$ cat config.mk
export PLATFORM = sky130hd
export DESIGN_NAME = escaped_frame_crc_encoder
export DESIGN_NICKNAME = d
export VERILOG_FILES = /design/src/rtl/ecrc_pkg.sv /design/src/rtl/ecrc_front.sv /design/src/rtl/ecrc_queue.sv /design/src/rtl/ecrc_back.sv /design/src/rtl/escaped_frame_crc_encoder.sv
export SDC_FILE = /design/constraint.sdc
export NUM_CORES = 1
export LEC_CHECK = 0
export BUFFER_PORTS_ARGS = -buffer_cell sky130_fd_sc_hd__buf_2
export CORE_AREA = 2 2 112 114
export CTS_CLUSTER_SIZE = 16
export DETAILED_ROUTE_END_ITERATION = 6
export DIE_AREA = 0 0 114 116
export PLACE_DENSITY = 0.87
export SETUP_SLACK_MARGIN = 0.2
export SYNTH_ARGS = -nofsm -noshare
export SYNTH_HDL_FRONTEND = slang
export SYNTH_HIERARCHICAL = 1
export SYNTH_SLANG_ARGS = --single-unit
$ cat constraint.sdc
create_clock -name clk -period 4.2 [get_ports clk]
set_clock_uncertainty 0.2 [all_clocks]
set_input_delay 0.21 -clock clk [delete_from_list [all_inputs] [get_ports clk]]
set_output_delay 0.21 -clock clk [all_outputs]
set_load 0.01 [all_outputs]
$ cat src/rtl/ecrc_pkg.sv
// ----------------------------------------------------------------------------
// ecrc_pkg
// Shared codes, byte constants, queue entry type and the crc fold function
// for the escaped frame crc encoder.
// ----------------------------------------------------------------------------
package ecrc_pkg;

  // input commands
  localparam logic [1:0] CMD_START  = 2'd0;
  localparam logic [1:0] CMD_DATA   = 2'd1;
  localparam logic [1:0] CMD_FINISH = 2'd2;

  // operation kinds carried from front to back
  localparam logic [1:0] OP_START  = 2'd0;
  localparam logic [1:0] OP_DATA   = 2'd1;
  localparam logic [1:0] OP_FINISH = 2'd2;

  localparam logic [7:0] DELIM_BYTE = 8'hC0;
  localparam logic [7:0] ESC_BYTE   = 8'hDB;
  localparam logic [7:0] ESC_DELIM  = 8'hDC;
  localparam logic [7:0] ESC_ESC    = 8'hDD;

  localparam logic [15:0] CRC_SEED      = 16'hFFFF;
  localparam logic [15:0] CRC_POLY_REFL = 16'h8408;

  // index of the last byte each operation sends
  localparam logic [1:0] START_LAST_IDX  = 2'd3;
  localparam logic [1:0] FINISH_LAST_IDX = 2'd2;

  typedef struct packed {
    logic [1:0] kind;
    logic [1:0] last_idx;
    logic [7:0] byte0;
    logic [7:0] byte1;
    logic [7:0] byte2;
  } op_t;

  // reflected ccitt crc, one byte
  function automatic logic [15:0] crc_fold(input logic [15:0] crc, input logic [7:0] b);
    logic [15:0] c;
    c = crc ^ {8'h00, b};
    for (int n = 0; n < 8; n++) begin
      if (c[0]) begin
        c = (c >> 1) ^ CRC_POLY_REFL;
      end else begin
        c = c >> 1;
      end
    end
    return c;
  endfunction

endpackage

$ cat src/rtl/ecrc_front.sv
// ----------------------------------------------------------------------------
// ecrc_front
// Accepts input requests, tracks whether a frame is open and turns a start,
// or a data or finish inside a frame, into a queued op with escaping resolved.
// ----------------------------------------------------------------------------
module ecrc_front
  import ecrc_pkg::*;
(
  input  logic       clk,
  input  logic       rst,
  input  logic       accept,
  input  logic [1:0] command,
  input  logic [7:0] payload_byte,
  input  logic [7:0] dest_addr,
  input  logic [7:0] src_addr,
  input  logic [7:0] frame_kind,
  output logic       wr_en,
  output op_t        wr_op
);

  logic in_frame;
  logic in_frame_next;

  always_comb begin
    in_frame_next  = in_frame;
    wr_en          = 1'b0;
    wr_op.kind     = OP_DATA;
    wr_op.last_idx = 2'd0;
    wr_op.byte0    = payload_byte;
    wr_op.byte1    = 8'h00;
    wr_op.byte2    = 8'h00;
    case (command)
      CMD_START: begin
        wr_en          = accept;
        wr_op.kind     = OP_START;
        wr_op.last_idx = START_LAST_IDX;
        wr_op.byte0    = dest_addr;
        wr_op.byte1    = src_addr;
        wr_op.byte2    = frame_kind;
        if (accept) begin
          in_frame_next = 1'b1;
        end
      end
      CMD_DATA: begin
        wr_en = accept && in_frame;
        if (payload_byte == DELIM_BYTE) begin
          wr_op.last_idx = 2'd1;
          wr_op.byte0    = ESC_BYTE;
          wr_op.byte1    = ESC_DELIM;
        end else if (payload_byte == ESC_BYTE) begin
          wr_op.last_idx = 2'd1;
          wr_op.byte0    = ESC_BYTE;
          wr_op.byte1    = ESC_ESC;
        end
      end
      CMD_FINISH: begin
        wr_en          = accept && in_frame;
        wr_op.kind     = OP_FINISH;
        wr_op.last_idx = FINISH_LAST_IDX;
        if (accept) begin
          in_frame_next = 1'b0;
        end
      end
      default: begin
        // unknown command is dropped
        wr_en = 1'b0;
      end
    endcase
  end

  always_ff @(posedge clk) begin
    if (rst) begin
      in_frame <= 1'b0;
    end else begin
      in_frame <= in_frame_next;
    end
  end

endmodule

$ cat src/rtl/ecrc_queue.sv
// ----------------------------------------------------------------------------
// ecrc_queue
// Short operation queue between the front and back parts.
// ----------------------------------------------------------------------------
module ecrc_queue
  import ecrc_pkg::*;
#(
  parameter int DEPTH = 4
) (
  input  logic clk,
  input  logic rst,
  input  logic wr_en,
  input  op_t  wr_op,
  output logic full,
  input  logic rd_en,
  output logic rd_valid,
  output op_t  rd_op
);

  localparam int PTR_W = (DEPTH > 1) ? $clog2(DEPTH) : 1;
  localparam int CNT_W = $clog2(DEPTH + 1);

  op_t              slots [DEPTH];
  logic [PTR_W-1:0] wr_ptr;
  logic [PTR_W-1:0] rd_ptr;
  logic [CNT_W-1:0] count;

  logic do_wr;
  logic do_rd;

  assign full     = (count == CNT_W'(DEPTH));
  assign rd_valid = (count != '0);
  assign rd_op    = slots[rd_ptr];
  assign do_wr    = wr_en && !full;
  assign do_rd    = rd_en && rd_valid;

  function automatic logic [PTR_W-1:0] ptr_inc(input logic [PTR_W-1:0] p);
    if (p == PTR_W'(DEPTH - 1)) begin
      return '0;
    end
    return p + PTR_W'(1);
  endfunction

  always_ff @(posedge clk) begin
    if (do_wr) begin
      slots[wr_ptr] <= wr_op;
    end
  end

  always_ff @(posedge clk) begin
    if (rst) begin
      wr_ptr <= '0;
      rd_ptr <= '0;
      count  <= '0;
    end else begin
      if (do_wr) begin
        wr_ptr <= ptr_inc(wr_ptr);
      end
      if (do_rd) begin
        rd_ptr <= ptr_inc(rd_ptr);
      end
      if (do_wr && !do_rd) begin
        count <= count + CNT_W'(1);
      end else if (do_rd && !do_wr) begin
        count <= count - CNT_W'(1);
      end
    end
  end

endmodule

$ cat src/rtl/ecrc_back.sv
// ----------------------------------------------------------------------------
// ecrc_back
// Sends queued operations' bytes, one per cycle unless an unpopped byte stalls
// it, keeps the running crc and holds the oldest result in an output register.
// ----------------------------------------------------------------------------
module ecrc_back
  import ecrc_pkg::*;
(
  input  logic       clk,
  input  logic       rst,
  input  logic       op_valid,
  input  op_t        op,
  output logic       op_done,
  input  logic       pop,
  output logic       empty,
  output logic [7:0] out_byte,
  output logic       last,
  output logic       frame_end
);

  logic [15:0] crc;
  logic [15:0] crc_next;
  logic [1:0]  idx;
  logic        out_valid;

  logic        step;
  logic        is_last;
  logic [7:0]  cur_byte;
  logic        fold;
  logic        cur_end;

  assign step    = op_valid && (!out_valid || pop);
  assign is_last = (idx == op.last_idx);
  assign op_done = step && is_last;
  assign empty   = !out_valid;

  always_comb begin
    cur_byte = op.byte0;
    fold     = 1'b1;
    cur_end  = 1'b0;
    crc_next = crc;
    case (op.kind)
      OP_START: begin
        case (idx)
          2'd0: begin
            cur_byte = DELIM_BYTE;
            fold     = 1'b0;
          end
          2'd1:    cur_byte = op.byte0;
          2'd2:    cur_byte = op.byte1;
          default: cur_byte = op.byte2;
        endcase
      end
      OP_DATA: begin
        cur_byte = idx[0] ? op.byte1 : op.byte0;
      end
      default: begin
        fold = 1'b0;
        case (idx)
          2'd0: cur_byte = crc[7:0];
          2'd1: cur_byte = crc[15:8];
          default: begin
            cur_byte = DELIM_BYTE;
            cur_end  = 1'b1;
          end
        endcase
      end
    endcase
    // start reseeds on its delimiter, finish reseeds after its last byte
    if ((op.kind == OP_START) && (idx == 2'd0)) begin
      crc_next = CRC_SEED;
    end else if ((op.kind == OP_FINISH) && is_last) begin
      crc_next = CRC_SEED;
    end else if (fold) begin
      crc_next = crc_fold(crc, cur_byte);
    end
  end

  always_ff @(posedge clk) begin
    if (rst) begin
      crc       <= CRC_SEED;
      idx       <= 2'd0;
      out_valid <= 1'b0;
    end else begin
      if (step) begin
        crc       <= crc_next;
        idx       <= is_last ? 2'd0 : idx + 2'd1;
        out_valid <= 1'b1;
      end else if (pop) begin
        out_valid <= 1'b0;
      end
    end
  end

  always_ff @(posedge clk) begin
    if (step) begin
      out_byte  <= cur_byte;
      last      <= is_last;
      frame_end <= cur_end;
    end
  end

endmodule

$ cat src/rtl/escaped_frame_crc_encoder.sv
// ----------------------------------------------------------------------------
// escaped_frame_crc_encoder
// Framed serial transmitter with byte escaping and crc-16 trailer.
// ----------------------------------------------------------------------------
// A start request sends 0xC0 and three raw header bytes, a payload request
// sends its byte or an escape pair, a finish request sends the crc low byte,
// high byte and 0xC0; dropped requests send nothing. The rate is set by the
// back end, which sends one byte per cycle and folds it into the crc in the
// same cycle. The front end accepts a request every cycle while the operation
// queue (QUEUE_DEPTH entries) has room, and the output register is refilled in
// the same cycle its byte is popped, so bytes go out back to back while pop
// stays high; while a byte waits unpopped the back end holds and the queue
// absorbs new requests.
module escaped_frame_crc_encoder
  import ecrc_pkg::*;
#(
  parameter int QUEUE_DEPTH = 4
) (
  input  logic       clk,
  input  logic       rst,
  input  logic       push,
  output logic       full,
  input  logic [1:0] command,
  input  logic [7:0] payload_byte,
  input  logic [7:0] dest_addr,
  input  logic [7:0] src_addr,
  input  logic [7:0] frame_kind,
  input  logic       pop,
  output logic       empty,
  output logic [7:0] out_byte,
  output logic       last,
  output logic       frame_end
);

  logic accept;
  logic wr_en;
  op_t  wr_op;
  logic rd_valid;
  op_t  rd_op;
  logic op_done;

  assign accept = push && !full;

  ecrc_front u_front (
    .clk          (clk),
    .rst          (rst),
    .accept       (accept),
    .command      (command),
    .payload_byte (payload_byte),
    .dest_addr    (dest_addr),
    .src_addr     (src_addr),
    .frame_kind   (frame_kind),
    .wr_en        (wr_en),
    .wr_op        (wr_op)
  );

  ecrc_queue #(
    .DEPTH (QUEUE_DEPTH)
  ) u_queue (
    .clk      (clk),
    .rst      (rst),
    .wr_en    (wr_en),
    .wr_op    (wr_op),
    .full     (full),
    .rd_en    (op_done),
    .rd_valid (rd_valid),
    .rd_op    (rd_op)
  );

  ecrc_back u_back (
    .clk       (clk),
    .rst       (rst),
    .op_valid  (rd_valid),
    .op        (rd_op),
    .op_done   (op_done),
    .pop       (pop),
    .empty     (empty),
    .out_byte  (out_byte),
    .last      (last),
    .frame_end (frame_end)
  );

endmodule

**After elaboration in Yosys (flattened, before gate mapping)**

Memories as Yosys holds them, arrays and structs flattened. A register that Yosys moved wholly into a read port is not among the register bits.
Index checks and enable logic that the tools add are counted.

- Bits in writable memories: 112
- Logic and storage cells: 135
- Output and inout bits: 12
- Memories kept: 1
- Flip-flop bits (word level): 37

- Reductions and logical operators: 28
- Bitwise operators: 9
- Multiplexer cells: 68
- Equal/unequal tests: 14
- $add $sub $neg: 5

Memories:

| memory | depth | width | rd ports | clocked after Yosys merged registers in | write ports | line | source |
|---|---|---|---|---|---|---|---|
| u_queue.slots | 4 | 28 | 1 | 1 | 1 | ecrc_queue.sv:23 | `op_t slots [DEPTH];` |

Operator list:

| kind | number |
|---|---|
| $mux W16 | 32 |
| $mux W17 | 2 |
| $pmux W16 S2 | 1 |
| $pmux W8 S2 | 2 |
| $not A2 Y3 | 8 |
| $pmux W8 S3 | 1 |
| $eq A8 B8 Y1 const B | 2 |
| $mux W8 | 2 |
| $xor A16 B8 Y16 | 1 |
| $mux W1 | 14 |
| $mux W2 | 7 |
| $eq A2 B2 Y1 const B | 5 |
| $logic_and A1 B1 Y1 | 10 |
| $add A2 B1 Y2 const B | 3 |
| $eq A2 B1 Y1 const B | 3 |
| $logic_not A2 Y1 | 3 |
| $mux W3 | 2 |
| $pmux W1 S2 | 3 |
| $pmux W2 S3 | 1 |
| $reduce_bool A2 Y1 | 3 |
| $reduce_bool A3 Y1 | 2 |
| $reduce_or A2 Y1 | 3 |
| $logic_not A1 Y1 | 4 |
| $ne A2 B1 Y1 const B | 2 |
| other kinds (8) | 8 |

**Logic depth before layout (Yosys ltp)**

Gate-level depths: netlist of run 1.

- Depth after elaboration: 44
- Mapped depth: 13

**By module**

Netlist of run 1, hierarchy kept.

By module, submodules not included:

| module | instances | sequential area each (µm²) | cells an instance | area an instance (µm²) |
|---|---|---|---|---|
| ecrc_queue | 1 | 3543.4 | 196 | 4543.1 |
| ecrc_back | 1 | 680.7 | 190 | 1878.1 |
| ecrc_front | 1 | 20.0 | 56 | 382.9 |
| escaped_frame_crc_encoder | 1 | 0.0 | 1 | 13.8 |

**Least setup slack after synthesis of run 1**

OpenSTA, ideal clock, no wires.

- Path kind: register -> register
- Start point: register with a tool-made name
- End point: register u_back.crc[10]
- Clock period less this slack: 3181 ps
- Buffers on the path: 3
- Cell stages (with the launch flop): 12
- Arrival time: 2845 ps
- Path slack: 1019 ps
- Required time: 3864 ps
- Path through: dfxtp_1 -> buf_4 -> buf_6 -> mux4_2 -> buf_6 -> or4_4 -> a221o_1 -> o211a_2 -> xnor2_2 -> xnor2_1 -> xnor2_1 -> a21oi_1

RTL lines:

| item | line | source |
|---|---|---|
| end signal: assignment | ecrc_back.sv:86 | `crc <= crc_next;` |
| end: declaration | ecrc_back.sv:21 | `logic [15:0] crc;` |

**Worst setup path in the final report of run 1**

- Start point: register u_queue.count[0]
- End point: register u_queue.count[2]

- Word-level cells in the longest chain between the ends: 9
- Elaborated cells on any way between the ends: 19
- Classes of those cells: 2 x add/sub; 1 x eq/ne; 3 x mux; 13 x reduce/logical

RTL lines:

| item | line | source |
|---|---|---|
| start: declaration | ecrc_queue.sv:26 | `logic [CNT_W-1:0] count;` |
| start signal: assignment | ecrc_queue.sv:63 | `count <= count + CNT_W'(1);` |
| start signal: assignment | ecrc_queue.sv:65 | `count <= count - CNT_W'(1);` |
| $eq A3 B3 Y1 (*) | ecrc_queue.sv:31 | `assign full = (count == CNT_W'(DEPTH));` |
| $logic_not A1 Y1 (*) | escaped_frame_crc_encoder.sv:42 | `assign accept = push && !full;` |
| $logic_and A1 B1 Y1 (*) | escaped_frame_crc_encoder.sv:42 |  |
| net accept | escaped_frame_crc_encoder.sv:35 | `logic accept;` |
| $logic_and A1 B1 Y1 | ecrc_front.sv:45, ecrc_front.sv:57 |  |
| $pmux W1 S2 (*) | ecrc_front.sv:32 | `case (command)` |
| net wr_en | escaped_frame_crc_encoder.sv:36 | `logic wr_en;` |
| $logic_and A1 B1 Y1 (*) | ecrc_queue.sv:34 | `assign do_wr = wr_en && !full;` |
| net u_queue.do_wr | ecrc_queue.sv:28 | `logic do_wr;` |
| $logic_not A1 Y1 | ecrc_queue.sv:64 | `end else if (do_rd && !do_wr) begin` |
| $logic_and A1 B1 Y1 | ecrc_queue.sv:64 |  |
| $reduce_bool A2 Y1 (no line) | - |  |

The timed path passes the listed nets; every way through them passes the cells marked *. The select of a mux whose other input is x is not followed.
A chain may end at the register's enable or synchronous reset.

==> impl_metrics.toml, run 1 <==
[synthesis]
synth_fp_nets = 496
synthTopCellsByCount = "122 x edfxtp_1, 29 x dfxtp_1, 28 x mux4_2"
yosysSeqAreaShare_pct = 62.2
synth_cell_types = 64
yosysWarnings = 6
synth.cell_area_um2 = 6820
synth.most_common_cell = "edfxtp_1"
synthCells = 443
yosys_most_used_dff = "edfxtp_1"
synth_edf_count = 122
synth_top_area_share_pct = 53.7
synth_seq_cells = 151
avgSynthCellArea_um2 = 15.4
synth_top_area_cell = "edfxtp_1"
synth-async-reset-ratio_pct = 0
synthTopCellsByArea = "edfxtp_1 54%, mux4_2 9.2%, dfxtp_1 8.5%"

[power_and_ir_drop]
power-per-cell-area_nw_per_um2 = 471
ir_worst_vdd_mv = 0.392
internal_power_mw = 2.84
p_sw_mw = 0.984
pwr-share-comb_pct = 14.9
power.share.switching_pct = 25.7
p_leak_nw = 2.96
clkPwrFrac_pct = 40.4
seq_power_share_pct = 44.7

[cells_and_area]
drive_above_1_share_pct = 27.8
fin_area_um2 = 8120
syn_to_final_growth_pct = 19.0
antenna_cells = 0
fin_nets = 584

[run]
max_cap_viol_count = 0

[sta]
fin_hold_ws_ns = 0.0143
fin_ws_ns = 0.557
slew_viol_final = 0
hold_viol = 0
fin_tns_setup_ns = 0
fin_crit_ns = 3.64
rsz0062_at_grt = "false"
fin_crit_sh_pct = 86.7
tightestPinTransition_ns = 0.722
timing.fmax_mhz = 274
slew_headroom_pct = 51.9
finalSetupViolCount = 0

[worst_setup_path]
worstSetupPathType = "register to register"
startpoint_type = "register"
cp_top_family = "simple AND/OR/NAND/NOR gates"
path_cells = "or3b_1, clkinv_4, nor2b_4, nor3b_1, bufinv_8, nor2_2, ha_1, inv_1, fa_1, xor2_1, or3_1, a21oi_1"
cp.required_ns = 4.36
arrival_ns = 3.80
cpPeakStageDelay_ns = 0.59
endpoint_kind = "register"
path_max_fanout = 7
critical_path.slowest_cell = "nor3b_1"
critPathBufInv = 3

[placement]
dp_hpwl_um = 8910
placed_area_um2 = 7190
port_buffers = 49
gp_congestion = 0.842
pre_cts_ws_ns = 0.623

[clock_network]
ctsResizeCount = 0
clk_path_buf_depth = 2
clkSinkCount = 151
numCtsBuffers = 17
cts_setup_buffers = 0
cts_tree = "built"
hold_buffers = 32
path_clk_slew_ns = 0.06
clock_latency_ns = 0.43
root_buffer = "clkbuf_16"
htreeDepth = 4

[global_route]
grt_remaining_overflow = 0
antenna_found_initial = 0
grt_max_degree = 29
grt_pass1_wl_um = 22200
grt_use_total_pct = 22.9
grt_pass1_vias = 4264

[routing]
vias_per_cell = 6.01
wl_per_cell_um = 20.0
drc = 0
antenna_left = 0
drtPass1Iterations = 5
num_vias = 4151
first_iter_violations = 295
routed_wl_um = 13900

[status]
outcome = "complete, no violations"

[floorplanning]
io-pin-count = 50
fp.coreArea_um2 = 11900
fp-row-count = 40
dieWidth_um = 114
initial_utilization_pct = 57.2
dieArea_um2 = 13200
dieHeight_um = 116

[hold_path]
min_path_type = "input pin to register"
-- path summary, 6_finish.rpt --
check	start	end	slack (ns)	cells after the start
max	u_queue/count[0]$_SDFFE_PP0P_	u_queue/count[2]$_SDFFE_PP0P_	0.56	12
min	payload_byte[1]	u_queue/slots[3][17]$_DFFE_PP_	0.01	2
max reg2reg	u_queue/count[0]$_SDFFE_PP0P_	u_queue/count[2]$_SDFFE_PP0P_	0.56	12
min reg2reg	u_back/out_valid$_SDFFE_PP0P_	u_back/out_valid$_SDFFE_PP0P_	0.31	2
-- power groups by stage --
stage | Sequential [mW] | Combinational, mW | Clock, mW
floorplan | 1.75 | 0.404 | 0
global placement | 1.74 | 0.520 | 0
detailed placement | 1.74 | 0.540 | 0
CTS | 1.71 | 0.569 | 1.57
global route | 1.72 | 0.618 | 1.63
finish | 1.71 | 0.569 | 1.54
-- layout by cell type (no fill, tap or decap), types with 5 or more instances in the layout --
master and count:
inv_6 5, edfxtp_1 122, xor2_1 8, buf_2 49
mux2i_1 7, nand2b_1 8, and2_1 10, nand2_1 19
inv_1 19, a221o_1 10, nor2_1 19, dlygate4sd3_1 32
o22ai_1 5, dfxtp_1 28, xnor2_2 5, a22o_1 5
a22oi_1 13, mux4_2 28, xnor2_1 11, ha_1 14
a21oi_1 22, clkbuf_16 17, buf_4 11
-- stage by stage --
stage / power, mW / util, % / cells
2_1_floorplan: 2.15 / - / 443
3_3_place_gp: 2.26 / 60.3 / 627
3_5_place_dp: 2.28 / 60.3 / 627
4_1_cts: 3.85 / 68.1 / 691
5_1_grt: 3.97 / 68.1 / 691
6_report: 3.83 / 68.1 / 691
-- sequential cells by signal, indices dropped and copies added (netlist names), 2 cells and up, named ones only --
| signal | flops |
|---|---|
| u_back/crc | 16 |
| u_back/idx | 2 |
| u_back/out_byte | 8 |
| u_queue/count | 3 |
| u_queue/rd_ptr | 2 |
| u_queue/slots | 112 |
| u_queue/wr_ptr | 2 |
-- cell families after synthesis --
family          synth area share (%)
mux                             10.8
xor+xnor                        4.68
simple gates                    6.94
flops                           62.2
fa+ha+maj                       2.86
buf+inv                         3.54
compound gates                  8.96
-- final cells by class --
cell class / count / area (µm²)
clock buffer: 17 / 425
clock inverter: 15 / 183
fill: 773 / 3800
inverter: 21 / 97.6
multi-input combinational: 248 / 2330
sequential: 151 / 4250
tap: 147 / 184
timing repair buffer: 92 / 648
-- metal layers --
metal / track usage (%) / vias to the layer above / share of wire, %
met5: 0 / - / 0
met4: 12.6 / 0 / 3.8
met3: 5.81 / 39 / 5.4
met2: 39.4 / 147 / 52
met1: 26.5 / 2079 / 38
li1: - / 1886 / -
-- worst reg2reg max path: cells and delay by family, from the launching register on --
kind | cells | cell delay (ns)
adders and majority gates | 2 | 0.58
and+or+nand+nor | 5 | 1.54
buffers and inverters | 3 | 0.49
AOI/OAI and AO/OA | 1 | 0.14
xor gates and xnor gates | 1 | 0.18
DFF | 1 | 0.45
No activity file was read; power rests on OpenSTA's default activity.
==> inputs of run 2 (changes only) <==
--- a/config.mk
+++ b/config.mk
@@ -6,11 +6,11 @@
 export NUM_CORES = 1
 export LEC_CHECK = 0
 export BUFFER_PORTS_ARGS = -buffer_cell sky130_fd_sc_hd__buf_2
-export CORE_AREA = 2 2 112 114
+export CORE_AREA = 2 2 127 129
 export CTS_CLUSTER_SIZE = 16
 export DETAILED_ROUTE_END_ITERATION = 6
-export DIE_AREA = 0 0 114 116
-export PLACE_DENSITY = 0.87
+export DIE_AREA = 0 0 129 131
+export PLACE_DENSITY = 0.72
 export SETUP_SLACK_MARGIN = 0.2
 export SYNTH_ARGS = -nofsm -noshare
 export SYNTH_HDL_FRONTEND = slang
==> run 2 against run 1 <==
Net effect: sequential power about the same; cell area increased by 1.3%; sequential share of layout area decreased by 0.68 points; global-route usage decreased by 5.6 points; critical endpoint unchanged; largest cell class unchanged; highest routed layer unchanged.
==> impl_metrics.toml, run 2 (synthesized netlist as in run 1, its figures left out) <==
[placement]
gp_congestion = 0.890
port_buffers = 49
dp_hpwl_um = 8830

[worst_setup_path]
path_cells = "or3b_1, clkinv_4, nor2b_4, nor3b_1, bufinv_8, nor2_2, ha_1, inv_1, fa_1, xor2_1, or3_1, a21oi_1"
critPathBufInv = 3
rr_worst_depth = 12
critical_path.slowest_cell = "nor3b_1"
cpPeakStageDelay_ns = 0.55
endpoint_kind = "register"
startpoint_type = "register"
cp_top_family = "simple AND/OR/NAND/NOR gates"
cp.depth = 12
path_max_fanout = 7
cp.required_ns = 4.36
worstSetupPathType = "register to register"
arrival_ns = 3.73

[global_route]
grt_pass1_wl_um = 21300
grtUsageMet2_pct = 28.9
grt_max_degree = 29
gr-usage-met1_pct = 20.7
grt_remaining_overflow = 0
top_usage_layer = "met2"
gr-usage-met3_pct = 4.80
grt_use_total_pct = 17.3
grt_pass1_vias = 4127
antenna_found_initial = 0

[routing]
routed_wl_um = 13400
vias_per_cell = 5.27
num_vias = 4005
antenna_left = 0
drc = 0
wl_per_cell_um = 17.7
first_iter_violations = 332
drtPass1Iterations = 5

[cells_and_area]
syn_to_final_growth_pct = 20.6
antenna_cells = 0
final_cell_mix = "122 x edfxtp_1, 49 x buf_2, 33 x dlygate4sd3_1"
largest_registers = "u_queue/slots (112), u_back/crc (16), u_back/out_byte (8)"
fin_nets = 584
final_common_cell = "edfxtp_1"
final_core_util_pct = 52.7
drive_above_1_share_pct = 27.4
regMostFlops = "u_queue/slots"
largest_reg_flops = 112

[floorplanning]
dieHeight_um = 131
fp-row-count = 46
io-pin-count = 50
dieWidth_um = 129
fp.coreArea_um2 = 15600
initial_utilization_pct = 43.7
dieArea_um2 = 16900

[power_and_ir_drop]
p_total_mw = 3.87
power-per-cell-area_nw_per_um2 = 471
p_leak_nw = 2.96
ir_worst_vdd_mv = 0.322

[sta]
timing.fmax_mhz = 280
slew_viol_final = 0
hold_viol = 0
finalSetupViolCount = 0
fin_crit_ns = 3.57
fin_crit_sh_pct = 84.9
fin_tns_setup_ns = 0
tightestPinTransition_ns = 0.737
slew_headroom_pct = 50.9
rsz0062_at_grt = "false"

[clock_network]
clk_path_buf_depth = 2
root_buffer = "clkbuf_16"
path_clk_slew_ns = 0.06
numCtsBuffers = 17
cts_tree = "built"
clkSinkCount = 151
ctsResizeCount = 0
htreeDepth = 4
clock_latency_ns = 0.43

[hold_path]
min_path_type = "input pin to register"
whs_path_depth = 2

[run]
max_cap_viol_count = 0

[status]
outcome = "complete, no violations"
[run 2: cell count changes in the layout (fill, tap and decap cells not counted), sizes merged]
cell,change
clkinv,+1
inv,-6
dlygate4sd3,+1
buf,-1
clkbuf,+1
bufinv,+2
clkinvlp,+2
[run 2: what timing repair did]
action | CTS | global route
hold buffers | 33 | 0
endpoints found under the hold margin | 98 | 0
endpoints found under the setup margin | 0 | 0
buffers inserted | 0 | 0
[run 2: worst register-to-register path, delay by kind of cell, from the launching register on]
kind,cells,cell delay [ns]
buf+inv,3,0.47
flops,1,0.45
fa+ha+maj,2,0.59
xor+xnor,1,0.18
compound gates,1,0.15
simple gates,5,1.46
[run 2: final cells by class]
class | instances | area [µm²]
inverters | 21 | 97.6
flip-flops and latches | 151 | 4250
repair buffers | 92 | 651
fillers | 1240 | 7380
clock inverters | 14 | 196
multi-input cells | 248 | 2330
well taps | 216 | 270
clock buffers | 18 | 429
[run 2: layer usage]
| layer | routed length [µm] | part of all wire, % | vias up |
|---|---|---|---|
| li1 | - | - | 1889 |
| met1 | 5780 | 43 | 1972 |
| met2 | 6700 | 50 | 116 |
| met3 | 600 | 4.5 | 28 |
| met4 | 346 | 2.6 | 0 |
| met5 | 0 | 0 | - |
[run 2: worst paths after layout]
kind	slack [ns]	to	from
max	0.63	u_queue/count[2]$_SDFFE_PP0P_	u_queue/count[0]$_SDFFE_PP0P_
max reg2reg	0.63	u_queue/count[2]$_SDFFE_PP0P_	u_queue/count[0]$_SDFFE_PP0P_
min	0.02	u_queue/count[0]$_SDFFE_PP0P_	rst
min reg2reg	0.31	u_back/out_valid$_SDFFE_PP0P_	u_back/out_valid$_SDFFE_PP0P_
[run 2: metrics by stage]
stage                     instance area, µm²  hold WS (ns)  std cells  worst slack (ns)
final                                   8220        0.0244        760             0.633
after global routing                    8220        0.0213        760             0.306
after CTS                               8220       0.00569        760             0.607
after detailed placement                7270         0.290        695             0.652
after global placement                  7270         0.277        695             0.793
after floorplan                         6820        0.0885        443              1.02
[run 2: where the power goes]
| part | total (mW) | leakage, nW | switching, mW | internal, mW |
|---|---|---|---|---|
| sequential | 1.71 | 1.35 | 0.0327 | 1.68 |
| combinational | 0.566 | 1.31 | 0.305 | 0.260 |
| clock | 1.59 | 0.297 | 0.592 | 0.997 |
| total | 3.87 | 2.96 | 0.930 | 2.94 |
